`config.mk`:
```
export PLATFORM = sky130hd
export DESIGN_NAME = firl_seq
export DESIGN_NICKNAME = d
export VERILOG_FILES = /design/src/hw/rtl/firl_pkg.sv /design/src/hw/rtl/firl_seq.sv
export SDC_FILE = /design/constraint.sdc
export NUM_CORES = 1
export LEC_CHECK = 0
export BUFFER_PORTS_ARGS = -buffer_cell sky130_fd_sc_hd__clkbuf_2
export CAP_MARGIN = 20
export CORE_AREA = 2 2 161 115
export CTS_BUF_LIST = sky130_fd_sc_hd__clkbuf_4 sky130_fd_sc_hd__clkbuf_8
export DETAILED_ROUTE_END_ITERATION = 8
export DIE_AREA = 0 0 163 117
export GPL_TIMING_DRIVEN = 0
export PLACE_DENSITY_LB_ADDON = 0.08
export SLEW_MARGIN = 20
export SYNTH_ARGS = -nofsm -noshare
export SYNTH_HDL_FRONTEND = slang
export SYNTH_SLANG_ARGS = --single-unit
```
`constraint.sdc`:
```
create_clock -name clk -period 5.1 [get_ports clk]
set_input_delay 1.275 -clock clk [delete_from_list [all_inputs] [get_ports clk]]
set_output_delay 1.275 -clock clk [all_outputs]
set_load 0.005 [all_outputs]
```
`src/hw/rtl/firl_pkg.sv`:
```
// ---------------------------------------------------------------------------
// firl_pkg
// Shared types and constants of the long direct-form FIR filter.
// ---------------------------------------------------------------------------
package firl_pkg;

    localparam int MAX_TAPS_DEFAULT = 1024;

    localparam int SAMPLE_W = 16;
    localparam int COEF_W   = 16;
    localparam int TAPS_W   = 11;
    localparam int IDX_W    = 10;

    localparam logic [TAPS_W-1:0] TAPS_RESET = 11'd1001;

    // operation codes carried in tuser
    localparam logic OP_COEF   = 1'b0;
    localparam logic OP_FILTER = 1'b1;

    // tag travelling with each memory read down the mac pipeline
    typedef struct packed {
        logic valid;
        logic zero;
        logic first;
        logic last;
    } mac_tag_t;

endpackage

```
`src/hw/rtl/firl_seq.sv`:
```
// ---------------------------------------------------------------------------
// firl_seq
// Sequencer: accepts beats, keeps the history pointer and fill count,
// and walks the taps through both memories.
// ---------------------------------------------------------------------------
module firl_seq #(
    parameter int MAX_TAPS = firl_pkg::MAX_TAPS_DEFAULT
) (
    input  logic                             clk,
    input  logic                             rst_n,
    input  logic                             cfg_wr_en,
    input  logic [firl_pkg::TAPS_W-1:0]      cfg_wr_data,
    input  logic                             in_valid,
    output logic                             in_ready,
    input  logic                             in_op,
    input  logic [firl_pkg::IDX_W-1:0]       in_coef_index,
    input  logic                             in_block_start,
    output logic                             coef_wr_en,
    output logic [$clog2(MAX_TAPS)-1:0]      coef_wr_addr,
    output logic                             hist_wr_en,
    output logic [$clog2(MAX_TAPS)-1:0]      hist_wr_addr,
    output logic                             rd_en,
    output logic [$clog2(MAX_TAPS)-1:0]      coef_rd_addr,
    output logic [$clog2(MAX_TAPS)-1:0]      hist_rd_addr,
    output firl_pkg::mac_tag_t               tag,
    input  logic                             res_done,
    input  logic                             out_free,
    output logic                             out_load
);

    localparam int AW    = $clog2(MAX_TAPS);
    localparam int CNT_W = $clog2(MAX_TAPS + 1);
    localparam logic [AW-1:0]    HEAD_LAST = AW'(MAX_TAPS - 1);
    localparam logic [CNT_W-1:0] TAPS_MAX  = CNT_W'(MAX_TAPS);

    localparam logic [1:0] ST_IDLE = 2'd0;
    localparam logic [1:0] ST_RUN  = 2'd1;
    localparam logic [1:0] ST_WAIT = 2'd2;
    localparam logic [1:0] ST_OUT  = 2'd3;

    logic [1:0]                  state_reg, state_next;
    logic [firl_pkg::TAPS_W-1:0] taps_reg, taps_next;
    logic [AW-1:0]               head_reg, head_next;
    logic [CNT_W-1:0]            fill_reg, fill_next;
    logic [CNT_W-1:0]            lim_reg, lim_next;
    logic [CNT_W-1:0]            k_reg, k_next;
    logic [AW-1:0]               ptr_reg, ptr_next;
    firl_pkg::mac_tag_t          tag_reg, tag_next;

    logic          accept;
    logic          filter_go;
    logic          idx_ok;
    logic [AW-1:0] head_inc;
    logic [AW-1:0] new_head;
    logic [CNT_W-1:0] taps_lim;
    logic          last_issue;

    always_comb
    begin
        in_ready  = (state_reg == ST_IDLE);
        accept    = in_valid & in_ready;
        filter_go = accept & (in_op == firl_pkg::OP_FILTER);
        idx_ok    = (32'(in_coef_index) < 32'(MAX_TAPS));

        head_inc = (head_reg == HEAD_LAST) ? '0 : head_reg + AW'(1);
        new_head = in_block_start ? '0 : head_inc;

        taps_lim = (32'(taps_reg) > 32'(MAX_TAPS)) ? TAPS_MAX : CNT_W'(taps_reg);

        coef_wr_en   = accept & (in_op == firl_pkg::OP_COEF) & idx_ok;
        coef_wr_addr = AW'(in_coef_index);
        hist_wr_en   = filter_go;
        hist_wr_addr = new_head;

        rd_en        = (state_reg == ST_RUN);
        coef_rd_addr = k_reg[AW-1:0];
        hist_rd_addr = ptr_reg;

        last_issue = (lim_reg == '0) || (k_reg == lim_reg - CNT_W'(1));
        out_load   = (state_reg == ST_OUT) & out_free;

        state_next = state_reg;
        taps_next  = cfg_wr_en ? cfg_wr_data : taps_reg;
        head_next  = head_reg;
        fill_next  = fill_reg;
        lim_next   = lim_reg;
        k_next     = k_reg;
        ptr_next   = ptr_reg;
        tag_next   = '0;

        unique case (state_reg)
            ST_IDLE:
            begin
                if (filter_go)
                begin
                    // block start drops all older samples
                    head_next  = new_head;
                    ptr_next   = new_head;
                    fill_next  = in_block_start ? CNT_W'(1) :
                                 ((fill_reg == TAPS_MAX) ? fill_reg : fill_reg + CNT_W'(1));
                    lim_next   = taps_lim;
                    k_next     = '0;
                    state_next = ST_RUN;
                end
            end
            ST_RUN:
            begin
                tag_next.valid = 1'b1;
                tag_next.zero  = (lim_reg == '0) || (k_reg >= fill_reg);
                tag_next.first = (k_reg == '0);
                tag_next.last  = last_issue;
                k_next   = k_reg + CNT_W'(1);
                ptr_next = (ptr_reg == '0) ? HEAD_LAST : ptr_reg - AW'(1);
                if (last_issue)
                begin
                    state_next = ST_WAIT;
                end
            end
            ST_WAIT:
            begin
                if (res_done)
                begin
                    state_next = ST_OUT;
                end
            end
            ST_OUT:
            begin
                if (out_free)
                begin
                    state_next = ST_IDLE;
                end
            end
            default:
            begin
                state_next = ST_IDLE;
            end
        endcase
    end

    always_ff @(posedge clk or negedge rst_n)
    begin
        if (!rst_n)
        begin
            state_reg <= ST_IDLE;
            taps_reg  <= firl_pkg::TAPS_RESET;
            head_reg  <= '0;
            fill_reg  <= '0;
            lim_reg   <= '0;
            k_reg     <= '0;
            ptr_reg   <= '0;
            tag_reg   <= '0;
        end
        else
        begin
            state_reg <= state_next;
            taps_reg  <= taps_next;
            head_reg  <= head_next;
            fill_reg  <= fill_next;
            lim_reg   <= lim_next;
            k_reg     <= k_next;
            ptr_reg   <= ptr_next;
            tag_reg   <= tag_next;
        end
    end

    assign tag = tag_reg;

`ifndef ASSERT_OFF
    // a result only comes back for the sample being worked on
    a_done_in_wait: assert property (@(posedge clk) disable iff (!rst_n)
        res_done |-> (state_reg == ST_WAIT))
        else $error("mac result outside wait state");

    // fill count never passes the history depth
    a_fill_bound: assert property (@(posedge clk) disable iff (!rst_n)
        fill_reg <= TAPS_MAX)
        else $error("fill count beyond depth");

    // tap counter stays inside the coefficient memory while issuing
    a_tap_bound: assert property (@(posedge clk) disable iff (!rst_n)
        (state_reg == ST_RUN) |-> (k_reg < TAPS_MAX))
        else $error("tap counter out of range");

    // the last read of a sample is followed by the wait state
    a_last_to_wait: assert property (@(posedge clk) disable iff (!rst_n)
        (tag_reg.valid && tag_reg.last) |-> (state_reg == ST_WAIT))
        else $error("last tap issued without leaving run state");
`endif

endmodule

```
# == Yosys cells after proc, flatten, opt, wreduce, memory -nomap -nowiden ==
# Cells that the tools add are included.
# classes
n_lt_le_gt_ge,2
reduce_logical,11
n_eq_ne,11
mux,16
add_sub_neg,5
bitwise,5
# op_table
op,count
$mux 11,4
$mux 10,4
$add 11x1->11 const B,2
$logic_not 11->1,2
$pmux 11 s2,1
$pmux 10 s2,1
$eq 11x11->1,1
$eq 11x11->1 const B,1
$ge 11x11->1,1
$gt 11x11->1 const B,1
$sub 11x1->11 const B,1
$add 10x1->10 const B,1
$eq 10x10->1 const B,1
$logic_not 10->1,1
$sub 10x1->10 const B,1
$mux 2,4
$pmux 2 s4,1
$ne 2x2->1 const B,3
$and 1x1->1,4
$eq 2x2->1 const B,2
$mux 4,1
$ne 2x1->1 const B,2
$reduce_and 2->1,2
$reduce_and 4->1,1
other kinds (6),7
# totals
elab_cells,61
inputBits,29
register_bits,70
out_inout_bits,49

# == Longest topological paths before layout ==
# depth
depth_word,5
depth_mapped,9
depth_no_buf,9

# == Worst setup path after synthesis ==
# No wires, ideal clock.
# synth_path
path_type,input to output
from,in in_block_start
to,out hist_wr_addr[1]
path_stages,6
path_buffers,1
setup_slack_ps,1805
t_required_ps,3825
arrival_ps,2020
cell_sequence,clkbuf_1 inv_1 o31ai_1 inv_1 nand2_1 inv_1
# synth_between
elab_chain_cells,1
# synth_lines
item,line,text
"start, declared",firl_seq.sv:17,"input logic in_block_start,"
$mux 10,firl_seq.sv:66,new_head = in_block_start ? '0 : head_inc;
"end, declared",firl_seq.sv:21,"output logic [$clog2(MAX_TAPS)-1:0] hist_wr_addr,"
# Every way passes these cells.

# == Worst setup path after layout ==
# layout_path
from,in in_op
to,out hist_wr_en
# layout_between
elab_chain_cells,1
# layout_lines
item,line,text
"start, declared",firl_seq.sv:15,"input logic in_op,"
$and 1x1->1,firl_seq.sv:62,filter_go = accept & (in_op == firl_pkg::OP_FILTER);
"end, declared",firl_seq.sv:20,"output logic hist_wr_en,"
# Every way passes these cells.

==> impl_results.md <==
- Syn Area/Cell: 9.241 µm²
- Worst skew pair latency: 0.37 ns
- Minimum clock period: 3.972 ns
- Share of cells above drive strength 1: 0.2418
- Worst slew margin: 0.3444
- Maximum clock rate: 251.8 MHz
- Core area: 17700 µm²
- Critical Path Fanout Max: 10
- Synth unique cells: 59
- Post-Synthesis Cells: 467
- First-pass GRT wire length: 20.02 mm
- Remaining DRCs: 0
- # resized after CTS: 0
- DIE WIDTH: 163 µm
- Top FF cell, synth: dfrtp_1
- WP data arrival: 2.70 ns
- Clock buffer depth: 2
- Synth warnings: 0
- Fillers: 1880
- Max Slew Vio Count: 0
- Max cap viols: 0
- Iteration-0 DRC Markers: 214
- Gr ovfl total: 0
- Initial Utilization: 0.2438
- Worst setup EP type: output pin
- Detail Route Antenna Nets: 0
- Pin count of the biggest net entering global routing: 41
- Fin crit share: 0.7787
- Worst Max-Slew Pin Slew: 0.9769 ns
- Mapped Area: 4315 µm²
- CTS root buf: clkbuf_8
- Syn-to-layout area delta: 19.51%
- Post-route worst setup slack: 1.128 ns
- Dpl ws: 1.106 ns
- Clock-pin slew on the worst setup and hold paths: 0.09 ns
- Placer Congestion: 0.7673
- All-Layer GR Usage: 0.1396
- H-tree levels: 3
- Endpoints failing setup: 0
- CP startpoint kind: input port
- Layout Utilization: 0.2914
- Vias: 3672
- Status: finished, final reports clean
- Vias in the first global route: 3468
- Leakage power figure: 0.002363 µW
- Via/cell ratio: 4.672
- Worst hold start: taps_reg[8]
- Wire length per cell: 16.22 µm
- Synthesized net count: 518
- Port Buf Inserts: 66
- Seq/Total Area, Yosys: 0.4079
- TNS Setup: 0 ns
- Chip height: 117 µm
- Seq cells post-synth: 70
- Worst hold slack: 0.5351 ns
- DRT Wirelength: 12.75 mm
- WP data required: 3.83 ns
- EDFF count, synth: 0
- RSZ-0062 raised after global routing: no
- Async SR Flop Fraction: 1.000
- Clock buffer count from CTS: 9
- Post-CTS Setup Bufs: 0
- Full die area: 19070 µm²
- CTS tree: yes
- Maximum vdd drop: 0.1644 mV
- Initial antenna violation count: 0
- Tot Pwr: 2456 µW
- Sink Count: 70
- DP HPWL: 9.653 mm
- Pre-Repair DR Iteration Count: 4
- RR Startpoint: state_reg[0]
- Hold buffers post-CTS: 0
- I/O Pins: 78
- N_diodes: 0
- Final #Nets: 596
- PwrDens: 476.2 nW/µm²
- Worst hold path type: reg -> reg
- Final Hold Fails: 0
- Clk_skew: 0.01363 ns
- Setup crit start: in_op
- Crit Path Category: in -> out
- Row cnt: 41
-- stage by stage --
stage,area [µm²],instances
CTS,5152,786
detailed placement,4971,770
global placement,4941,769
finish,5157,786
global route,5157,786
floorplan,4315,467
-- cells by family after synthesis --
kind of cell	count (synthesis)	share of synthesized area
simple gates	169	0.2030
compound gates	95	0.1447
flops	70	0.4079
buf+inv	63	0.07393
xor+xnor	30	0.06089
fa+ha+maj	22	0.06379
mux	18	0.04581
-- critical path: stages --
cell      delay (ns)
clkbuf_2        0.10
nand3_1         0.26
inv_1           0.28
buf_1           0.53
clkbuf_2        0.23
-- worst paths after layout --
kind | endpoint | slack (ns) | cells past startpoint
worst max register to register | k_reg[7] | 2.16 | 8
worst min register to register | lim_reg[8] | 0.54 | 2
worst max-delay path | hist_wr_en | 1.13 | 5
max in group asynchronous | taps_reg[5] | 3.56 | 2
min in group asynchronous | k_reg[3] | 0.89 | 1
worst min-delay path | lim_reg[8] | 0.54 | 2
-- where the power goes --
part | total, µW | internal (µW) | switching [µW]
Combinational | 1090 | 487 | 601
Sequential | 934 | 711 | 223
Clock | 434 | 182 | 252
-- cell usage after synthesis (7+ instances only) --
master / count / area [µm²]
dfrtp_1: 63 / 1577
nand2_1: 47 / 176.4
nor2_1: 33 / 123.9
inv_1: 28 / 105.1
a21oi_1: 25 / 125.1
ha_1: 22 / 275.3
buf_4: 20 / 150.1
nor3_1: 18 / 90.09
o21ai_0: 18 / 90.09
nand3_1: 16 / 80.08
xnor2_1: 15 / 131.4
xor2_1: 15 / 131.4
clkbuf_1: 13 / 48.80
mux2_2: 13 / 146.4
o22ai_1: 9 / 56.30
or3_1: 8 / 50.05
dfstp_2: 7 / 183.9
nand3b_1: 7 / 52.55
nand4_1: 7 / 43.79
-- layout make-up --
cell class	count	area [µm²]	area share
clock buffer	9	123.9	0.02402
timing repair buffer	67	360.3	0.06987
tap	236	295.3	0.05725
inverter	28	105.1	0.02038
buffer	35	214.0	0.04148
clock inverter	7	57.56	0.01116
sequential	70	1760	0.3413
multi-input combinational	334	2241	0.4345
-- layer usage --
metal / routed length [µm] / vias up / part of all wire / global-route usage
met5: 0 / - / 0 / 0
met4: 106 / 0 / 0.0083 / 0.03363
met3: 692 / 8 / 0.054 / 0.03347
met2: 5360 / 93 / 0.42 / 0.2037
met1: 6588 / 1767 / 0.52 / 0.2072
li1: - / 1804 / - / -
-- cell usage in the layout, fill, tap and decap left out, types with 5 or more instances in the layout --
| cell type | synthesis | final |
|---|---|---|
| inv_1 | 28 | 28 |
| o22ai_1 | 9 | 9 |
| or3_1 | 8 | 8 |
| clkbuf_2 | 0 | 65 |
| and3_1 | 6 | 6 |
| a31oi_1 | 6 | 6 |
| a21o_1 | 5 | 5 |
| a21oi_1 | 25 | 25 |
| nand2_1 | 47 | 47 |
| nor4_1 | 6 | 6 |
| nand3b_1 | 7 | 7 |
| nand3_1 | 16 | 16 |
| xnor2_1 | 15 | 15 |
| nand4_1 | 7 | 7 |
| nor2_1 | 33 | 33 |
| clkbuf_8 | 0 | 9 |
| dfstp_2 | 7 | 7 |
| xor2_1 | 15 | 15 |
| mux2_2 | 13 | 13 |
| nor3_1 | 18 | 18 |
| dfrtp_1 | 63 | 63 |
| buf_4 | 20 | 20 |
| a211oi_1 | 5 | 5 |
| o21ai_0 | 18 | 18 |
| ha_1 | 22 | 22 |
| clkbuf_1 | 13 | 13 |
| o21a_1 | 6 | 6 |
Note: power is estimated with default switching activity, not from simulation.
