`src/hw/rtl/firl_pkg.sv`:
```
// ---------------------------------------------------------------------------
// firl_pkg
// Shared types and constants of the long direct-form FIR filter.
// ---------------------------------------------------------------------------
package firl_pkg;

    localparam int MAX_TAPS_DEFAULT = 1024;

    localparam int SAMPLE_W = 16;
    localparam int COEF_W   = 16;
    localparam int TAPS_W   = 11;
    localparam int IDX_W    = 10;

    localparam logic [TAPS_W-1:0] TAPS_RESET = 11'd1001;

    // operation codes carried in tuser
    localparam logic OP_COEF   = 1'b0;
    localparam logic OP_FILTER = 1'b1;

    // tag travelling with each memory read down the mac pipeline
    typedef struct packed {
        logic valid;
        logic zero;
        logic first;
        logic last;
    } mac_tag_t;

endpackage

```
`src/hw/rtl/firl_mac.sv`:
```
// ---------------------------------------------------------------------------
// firl_mac
// Multiply-accumulate pipeline with round half up and Q1.15 saturation.
// ---------------------------------------------------------------------------
module firl_mac #(
    parameter int MAX_TAPS = firl_pkg::MAX_TAPS_DEFAULT
) (
    input  logic                          clk,
    input  logic                          rst_n,
    input  firl_pkg::mac_tag_t            tag,
    input  logic [firl_pkg::COEF_W-1:0]   coef,
    input  logic [firl_pkg::SAMPLE_W-1:0] hist,
    output logic                          res_done,
    output logic [firl_pkg::SAMPLE_W-1:0] res_filtered,
    output logic                          res_sat
);

    localparam int PROD_W = firl_pkg::COEF_W + firl_pkg::SAMPLE_W;
    localparam int ACC_W  = PROD_W + $clog2(MAX_TAPS);
    localparam int RND_W  = ACC_W + 1;
    localparam logic signed [RND_W-1:0] RND_BIAS = RND_W'(16384);
    localparam logic signed [RND_W-1:0] SAT_HI   = RND_W'(32767);
    localparam logic signed [RND_W-1:0] SAT_LO   = RND_W'(-32768);

    // product stage
    logic signed [PROD_W-1:0] prod_reg, prod_next;
    logic                     p_valid_reg, p_valid_next;
    logic                     p_first_reg, p_first_next;
    logic                     p_last_reg, p_last_next;
    // accumulate stage
    logic signed [ACC_W-1:0]  acc_reg, acc_next;
    logic                     a_last_reg, a_last_next;
    // result stage
    logic                     done_reg, done_next;
    logic [firl_pkg::SAMPLE_W-1:0] filt_reg, filt_next;
    logic                     sat_reg, sat_next;

    logic signed [ACC_W-1:0]  prod_ext;
    logic signed [RND_W-1:0]  biased;
    logic signed [RND_W-1:0]  shifted;

    always_comb
    begin
        // masked taps contribute nothing
        prod_next = '0;
        if (!tag.zero)
        begin
            prod_next = $signed(coef) * $signed(hist);
        end
        p_valid_next = tag.valid;
        p_first_next = tag.first;
        p_last_next  = tag.valid & tag.last;

        prod_ext = {{(ACC_W-PROD_W){prod_reg[PROD_W-1]}}, prod_reg};
        acc_next = acc_reg;
        if (p_valid_reg)
        begin
            acc_next = p_first_reg ? prod_ext : acc_reg + prod_ext;
        end
        a_last_next = p_last_reg;

        // floor((acc + 2^14) / 2^15), then clip
        biased  = {acc_reg[ACC_W-1], acc_reg} + RND_BIAS;
        shifted = biased >>> 15;
        done_next = a_last_reg;
        filt_next = filt_reg;
        sat_next  = sat_reg;
        if (a_last_reg)
        begin
            priority if (shifted > SAT_HI)
            begin
                filt_next = 16'h7fff;
                sat_next  = 1'b1;
            end
            else if (shifted < SAT_LO)
            begin
                filt_next = 16'h8000;
                sat_next  = 1'b1;
            end
            else
            begin
                filt_next = shifted[firl_pkg::SAMPLE_W-1:0];
                sat_next  = 1'b0;
            end
        end
    end

    always_ff @(posedge clk or negedge rst_n)
    begin
        if (!rst_n)
        begin
            p_valid_reg <= 1'b0;
            p_last_reg  <= 1'b0;
            a_last_reg  <= 1'b0;
            done_reg    <= 1'b0;
        end
        else
        begin
            p_valid_reg <= p_valid_next;
            p_last_reg  <= p_last_next;
            a_last_reg  <= a_last_next;
            done_reg    <= done_next;
        end
    end

    always_ff @(posedge clk)
    begin
        prod_reg    <= prod_next;
        p_first_reg <= p_first_next;
        acc_reg     <= acc_next;
        filt_reg    <= filt_next;
        sat_reg     <= sat_next;
    end

    assign res_done     = done_reg;
    assign res_filtered = filt_reg;
    assign res_sat      = sat_reg;

endmodule

```
`config.mk`:
```
export PLATFORM = sky130hd
export DESIGN_NAME = firl_mac
export DESIGN_NICKNAME = d
export VERILOG_FILES = /design/src/hw/rtl/firl_pkg.sv /design/src/hw/rtl/firl_mac.sv
export SDC_FILE = /design/constraint.sdc
export NUM_CORES = 1
export LEC_CHECK = 0
export ABC_AREA = 1
export BUFFER_PORTS_ARGS = -buffer_cell sky130_fd_sc_hd__buf_2
export CAP_MARGIN = 20
export CORE_MARGIN = 3
export CORE_UTILIZATION = 45
export DETAILED_ROUTE_END_ITERATION = 7
export PLACE_DENSITY_LB_ADDON = 0.12
export SKIP_LAST_GASP = 1
export SLEW_MARGIN = 20
export SYNTH_ARGS = -nofsm -noshare
export SYNTH_HDL_FRONTEND = slang
export SYNTH_SLANG_ARGS = --single-unit
```
`constraint.sdc`:
```
create_clock -name clk -period 2.2 [get_ports clk]
set_input_delay 0.22 -clock clk [delete_from_list [all_inputs] [get_ports clk]]
set_output_delay 0.22 -clock clk [all_outputs]
set_load 0.05 [all_outputs]
```
### After elaboration in Yosys (flattened, before gate mapping)

Index checks and enable logic that the tools add are counted.

| operators by class | value |
|---|---|
| add/subtract/negate cells | 2 |
| $mul | 1 |
| divide/modulo/power cells | 0 |
| magnitude comparators | 2 |
| eq/ne operators | 0 |
| shift-type cells | 0 |
| multiplexer cells | 3 |
| bitwise logic cells | 1 |
| reduce and logical (&&, ||, !) cells | 0 |

Operator list:

| cell | count |
|---|---|
| adder 42 x 16 -> 43 bit, second input constant | 1 |
| adder 42 x 32 -> 42 bit | 1 |
| 2-to-1 mux 42 bit | 1 |
| multiplier 16 x 16 -> 32 bit | 1 |
| greater-than comparator 28 x 16 -> 1 bit, second input constant | 1 |
| < comparator 28 x 16 -> 1 bit, second input constant | 1 |
| 2-to-1 mux 16 bit | 1 |
| AND 1 bit | 1 |
| 2-to-1 mux 1 bit | 1 |

| word-level totals | value |
|---|---|
| register bits | 96 |
| bits in latches | 0 |
| memory bits (writable) | 0 |
| ROM bits | 0 |
| bits of input ports | 38 |
| output and inout bits | 18 |
| word-level logic and storage cells | 18 |
| memories | 0 |

### Logic depth before layout (Yosys ltp)

| logic depth | value |
|---|---|
| word-level depth | 3 |
| mapped depth | 28 |
| mapped depth without buffers | 26 |

### Least setup slack after synthesis

No wires, ideal clock.

| timing path | value |
|---|---|
| path kind | input port to flip-flop |
| start | in hist[5] (netlist name) |
| end | reg prod_reg[27] |
| setup time | 0.113 ns |
| data arrival time | 5.746 ns |
| required time | 2.087 ns |
| path slack | -3.659 ns |
| stages | 24 |
| buffers on the path | 2 |
| cell sequence | clkbuf_1 > clkbuf_1 > nand2_1 > fa_1 > inv_1 > fa_1 > inv_1 > fa_1 > inv_1 > fa_1 > fa_1 > inv_1 > fa_1 > inv_1 > ha_1 > nand2_1 > nor2_1 > nand2_1 > nor2_1 > nand2_1 > o211ai_1 > nand2_1 > nand2_1 > nor2_1 |

| between the ends | value |
|---|---|
| word-level cells in the longest chain between the ends | 1 |

Ends and longest elaborated chain:

| element | RTL line | RTL |
|---|---|---|
| from (decl) | firl_mac.sv:12 | `input logic [firl_pkg::SAMPLE_W-1:0] hist,` |
| multiplier 16 x 16 -> 32 bit | firl_mac.sv:48 | `prod_next = $signed(coef) * $signed(hist);` |
| to (signal assigned) | firl_mac.sv:108 | `prod_reg <= prod_next;` |
| to (decl) | firl_mac.sv:26 | `logic signed [PROD_W-1:0] prod_reg, prod_next;` |

Every way passes these cells.
A chain may end at the register's enable or synchronous reset.

### Worst setup path in the final report

| timing path | value |
|---|---|
| start | in hist[15] (netlist name) |
| end | reg prod_reg[22] |

Same word-level chain as after synthesis.

==> impl_metrics.yaml <==
synth:
  synthesized_instance_count: 2474
  synth_nets: 2899
  synthesis.yosys.warnings: 0
  synth-edff-count: 59
  yosys_register_bits: 96
  synth_largest_type_area_fraction: 0.297
  syn_area_per_cell_um2: 7.17
  synthFlopType: "sky130_fd_sc_hd__edfxtp_1"
  synth_area_um2: 17700
  synth_cell_types: 38
  asyncSetResetFlopFracSynth: 0.0417
  synth.yosys.seq_area_share: 0.143
  synthDominantAreaCellType: "sky130_fd_sc_hd__fa_1"
  synth.top_cells.by_area: "sky130_fd_sc_hd__fa_1, sky130_fd_sc_hd__nand2_1, sky130_fd_sc_hd__inv_1"
die:
  floorplan.die.height_um: 205
  die_area_um2: 41900
  die_x_um: 205
  initial_utilization: 0.457
  fp.coreArea_um2: 38800
  io_pins: 56
  row_count: 72
layout:
  layout-area-overhead-vs-synth_pct: 45.4
  layout-drive-gt1-share: 0.388
  seqCellArea_um2: 2540
  final_nets: 3305
  final_area_um2: 25800
  multiInputGateArea_um2: 15900
  ant_diodes: 0
  fillerInstances: 3241
  largest_register_ff_count: 42
routing:
  post_drt_wl_per_cell_um: 16.2
  vias: 16800
  detail_route.drc_violations: 0
  detail_route.wirelength_um: 55100
  via_per_inst: 4.94
  drt-initial-drc-count: 929
  drt_pass1_iterations: 6
  drtAntennaViolNets: 0
critical_path:
  worst_setup_path_end_kind: "flop"
  critical_path.top_delay_family: "adder cells"
  cpPeakStageDelay_ns: 0.56
  series_of_cell_instances_along_the_critical_path: "buf_6 -> inv_4 -> buf_12 -> or2_4 -> fa_2 -> fa_1 -> inv_2 -> fa_2 -> fa_2 -> fa_1 -> inv_2 -> fa_1 -> inv_2 -> ha_4 -> nand2_2 -> nand2_2 -> o21bai_4 -> a21oi_2 -> nand3_2 -> nand3_2 -> nand2_2 -> nand2_1 -> nand2_1 -> nor2_2"
  criticalPathCategory: "primary input to flop"
  critical_path_buf_inv_count: 6
  slowest_stage: "sky130_fd_sc_hd__fa_1"
  setup.worst_path.start_class: "primary input"
  required_ns: 2.50
  worst_ep_arrival_time_ns: 5.19
  cp_max_fo: 6
clock_tree:
  cts_root_buf: "sky130_fd_sc_hd__clkbuf_16"
  clock_path_buffers: 2
  tritoncts.num_buffers: 9
  htree_levels: 3
  clk_pin_slew_worst_paths_ns: 0.07
  cts_sinks: 96
  tritoncts: "yes"
  clock_latency_ns: 0.37
timing:
  timing_max_transition_violations_final: 0
  max_clock_freq_ghz: 0.204
  finalWorstSetupSlack_ns: -2.69
  layout_min_cycle_time_ns: 4.89
  finalSetupViolCount: 44
  rsz0062_at_grt: "true"
  tcrit_tclk_final: 2.22
  fin_worst_skew_ns: 0.0156
  fin_worst_hold_slack_ns: 0.0500
  fin_hold_viols: 0
  relSlewSlack: 0.459
  worstMarginPinSlew_ns: 0.811
run_status:
  failing_checks: "negative setup slack"
  outcome: "finished with violations"
run:
  cap_viol_max_count: 0
global_routing:
  grt_start_max_net_pins: 44
  number_of_global_route_vias_before_repair: 17300
  grt_overflow_total: 0
  grt_antenna_before_repair: 0
  global_route_usage_over_all_layers: 0.260
  grt_first_pass_wirelength_um: 86500
place:
  place_area_um2: 21800
  buffer_ports.inserted: 55
  globalplace.congestion: 0.925
  detailed_place_hpwl_um: 44400
min_path:
  min-delay-path-class: "primary input to flop"
[cells by family after synthesis]
family                   share of synthesized area
AND/OR/NAND/NOR                              0.246
buffers and inverters                        0.142
adder cells (fa/ha/maj)                      0.384
AO/OA/AOI/OAI                               0.0719
flip-flops                                   0.143
XOR/XNOR                                    0.0128
[path summary, 6_finish.rpt]
| check | cells past startpoint | end | startpoint | slack (ns) |
|---|---|---|---|---|
| worst min register to register | 0 | a_last_reg | a_last_next | 0.37 |
| worst max-delay path | 24 | prod_reg[22] | hist[15] | -2.69 |
| worst min-delay path | 3 | a_last_next | tag[0] | 0.05 |
| worst max register to register | 15 | res_sat | acc_reg[15] | -0.08 |
| max in group asynchronous | 2 | p_valid_reg | rst_n | 1.89 |
| min in group asynchronous | 2 | res_done | rst_n | 0.19 |
[worst reg2reg max path, stage by stage (launching register included)]
cell and delay [ns]:
sky130_fd_sc_hd__edfxtp_1 0.41, sky130_fd_sc_hd__buf_6 0.15, sky130_fd_sc_hd__ha_4 0.15, sky130_fd_sc_hd__nand2_4 0.05
sky130_fd_sc_hd__nor2_4 0.16, sky130_fd_sc_hd__nand2_4 0.11, sky130_fd_sc_hd__nor2_8 0.19, sky130_fd_sc_hd__nand2_1 0.07
sky130_fd_sc_hd__nand2_1 0.08, sky130_fd_sc_hd__nand2_2 0.06, sky130_fd_sc_hd__nor2_1 0.09, sky130_fd_sc_hd__nand2_1 0.07
sky130_fd_sc_hd__nor2_2 0.15, sky130_fd_sc_hd__nand2_4 0.11, sky130_fd_sc_hd__nand2_8 0.15, sky130_fd_sc_hd__nand2_4 0.06
[routing by layer]
metal	up-vias	wire, um	global-route usage
li1	8222	-	-
met1	8126	23300	0.326
met2	362	27900	0.466
met3	116	1570	0.0192
met4	0	2290	0.103
met5	-	0	0
[area by class of cell]
type,instances,area share
clock buffer,10,0.00970
clock inverter,6,0.00184
inverter,593,0.0868
multi-input combinational,1712,0.618
sequential,96,0.0983
tap,518,0.0251
timing repair buffer,468,0.160
[cells in the final DEF (no fill, tap or decap), drive strengths merged, types with 5 or more instances in the layout]
| cell type | instances |
|---|---|
| nand2 | 709 |
| o31ai | 5 |
| o21a | 6 |
| nand3b | 6 |
| o21bai | 15 |
| inv | 596 |
| nand4 | 21 |
| a21o | 5 |
| a21boi | 6 |
| dfxtp | 33 |
| buf | 462 |
| a21oi | 112 |
| ha | 124 |
| edfxtp | 59 |
| xnor2 | 15 |
| nand3 | 89 |
| nor2 | 217 |
| nor3 | 9 |
| or2 | 12 |
| fa | 263 |
| clkbuf | 12 |
| xor2 | 11 |
| o21ai | 75 |
[synthesized netlist by cell type (2+ instances only)]
master	count
sky130_fd_sc_hd__edfxtp_1	59
sky130_fd_sc_hd__a21oi_1	112
sky130_fd_sc_hd__a21o_1	5
sky130_fd_sc_hd__nand2_4	2
sky130_fd_sc_hd__xor2_1	11
sky130_fd_sc_hd__a21boi_0	6
sky130_fd_sc_hd__inv_1	592
sky130_fd_sc_hd__dfrtp_1	4
sky130_fd_sc_hd__nand4_1	21
sky130_fd_sc_hd__ha_1	124
sky130_fd_sc_hd__clkbuf_1	70
sky130_fd_sc_hd__o211ai_1	4
sky130_fd_sc_hd__nor2_2	4
sky130_fd_sc_hd__nand3b_1	6
sky130_fd_sc_hd__nor4_1	2
sky130_fd_sc_hd__o21bai_1	15
sky130_fd_sc_hd__nor3_1	9
sky130_fd_sc_hd__xnor2_1	15
sky130_fd_sc_hd__or2_2	12
sky130_fd_sc_hd__o31ai_1	5
sky130_fd_sc_hd__nor2_1	209
sky130_fd_sc_hd__nand2_2	23
sky130_fd_sc_hd__fa_1	263
sky130_fd_sc_hd__o21ai_0	75
sky130_fd_sc_hd__o21a_1	6
sky130_fd_sc_hd__dfxtp_1	33
sky130_fd_sc_hd__nand3_1	88
sky130_fd_sc_hd__nor2_4	3
sky130_fd_sc_hd__a31oi_1	4
sky130_fd_sc_hd__nand2_1	683
sky130_fd_sc_hd__buf_1	2
[repair_timing]
item / in CTS / in global routing
hold buffers: 3 / 0
cloned: 3 / 2
resized for setup: 323 / 438
buffers inserted: 37 / 41
hold endpoints to repair: 6 / 0
setup endpoints to repair: 76 / 77
pin swaps: 155 / 237
[metrics by stage]
stage	utilization	TNS [ns]	worst slack [ns]	instances
finish	0.664	-65.05	-2.69	3403
global route	0.664	-72.03	-2.85	3403
CTS	0.609	-63.41	-2.65	3362
detailed placement	0.561	-83.64	-3.48	3305
global placement	0.561	-81.71	-3.48	3305
floorplan	-	-64.40	-2.83	2474
Power is not shown: default switching activity piles up to over one toggle a cycle in this logic, so the estimate is an artifact.
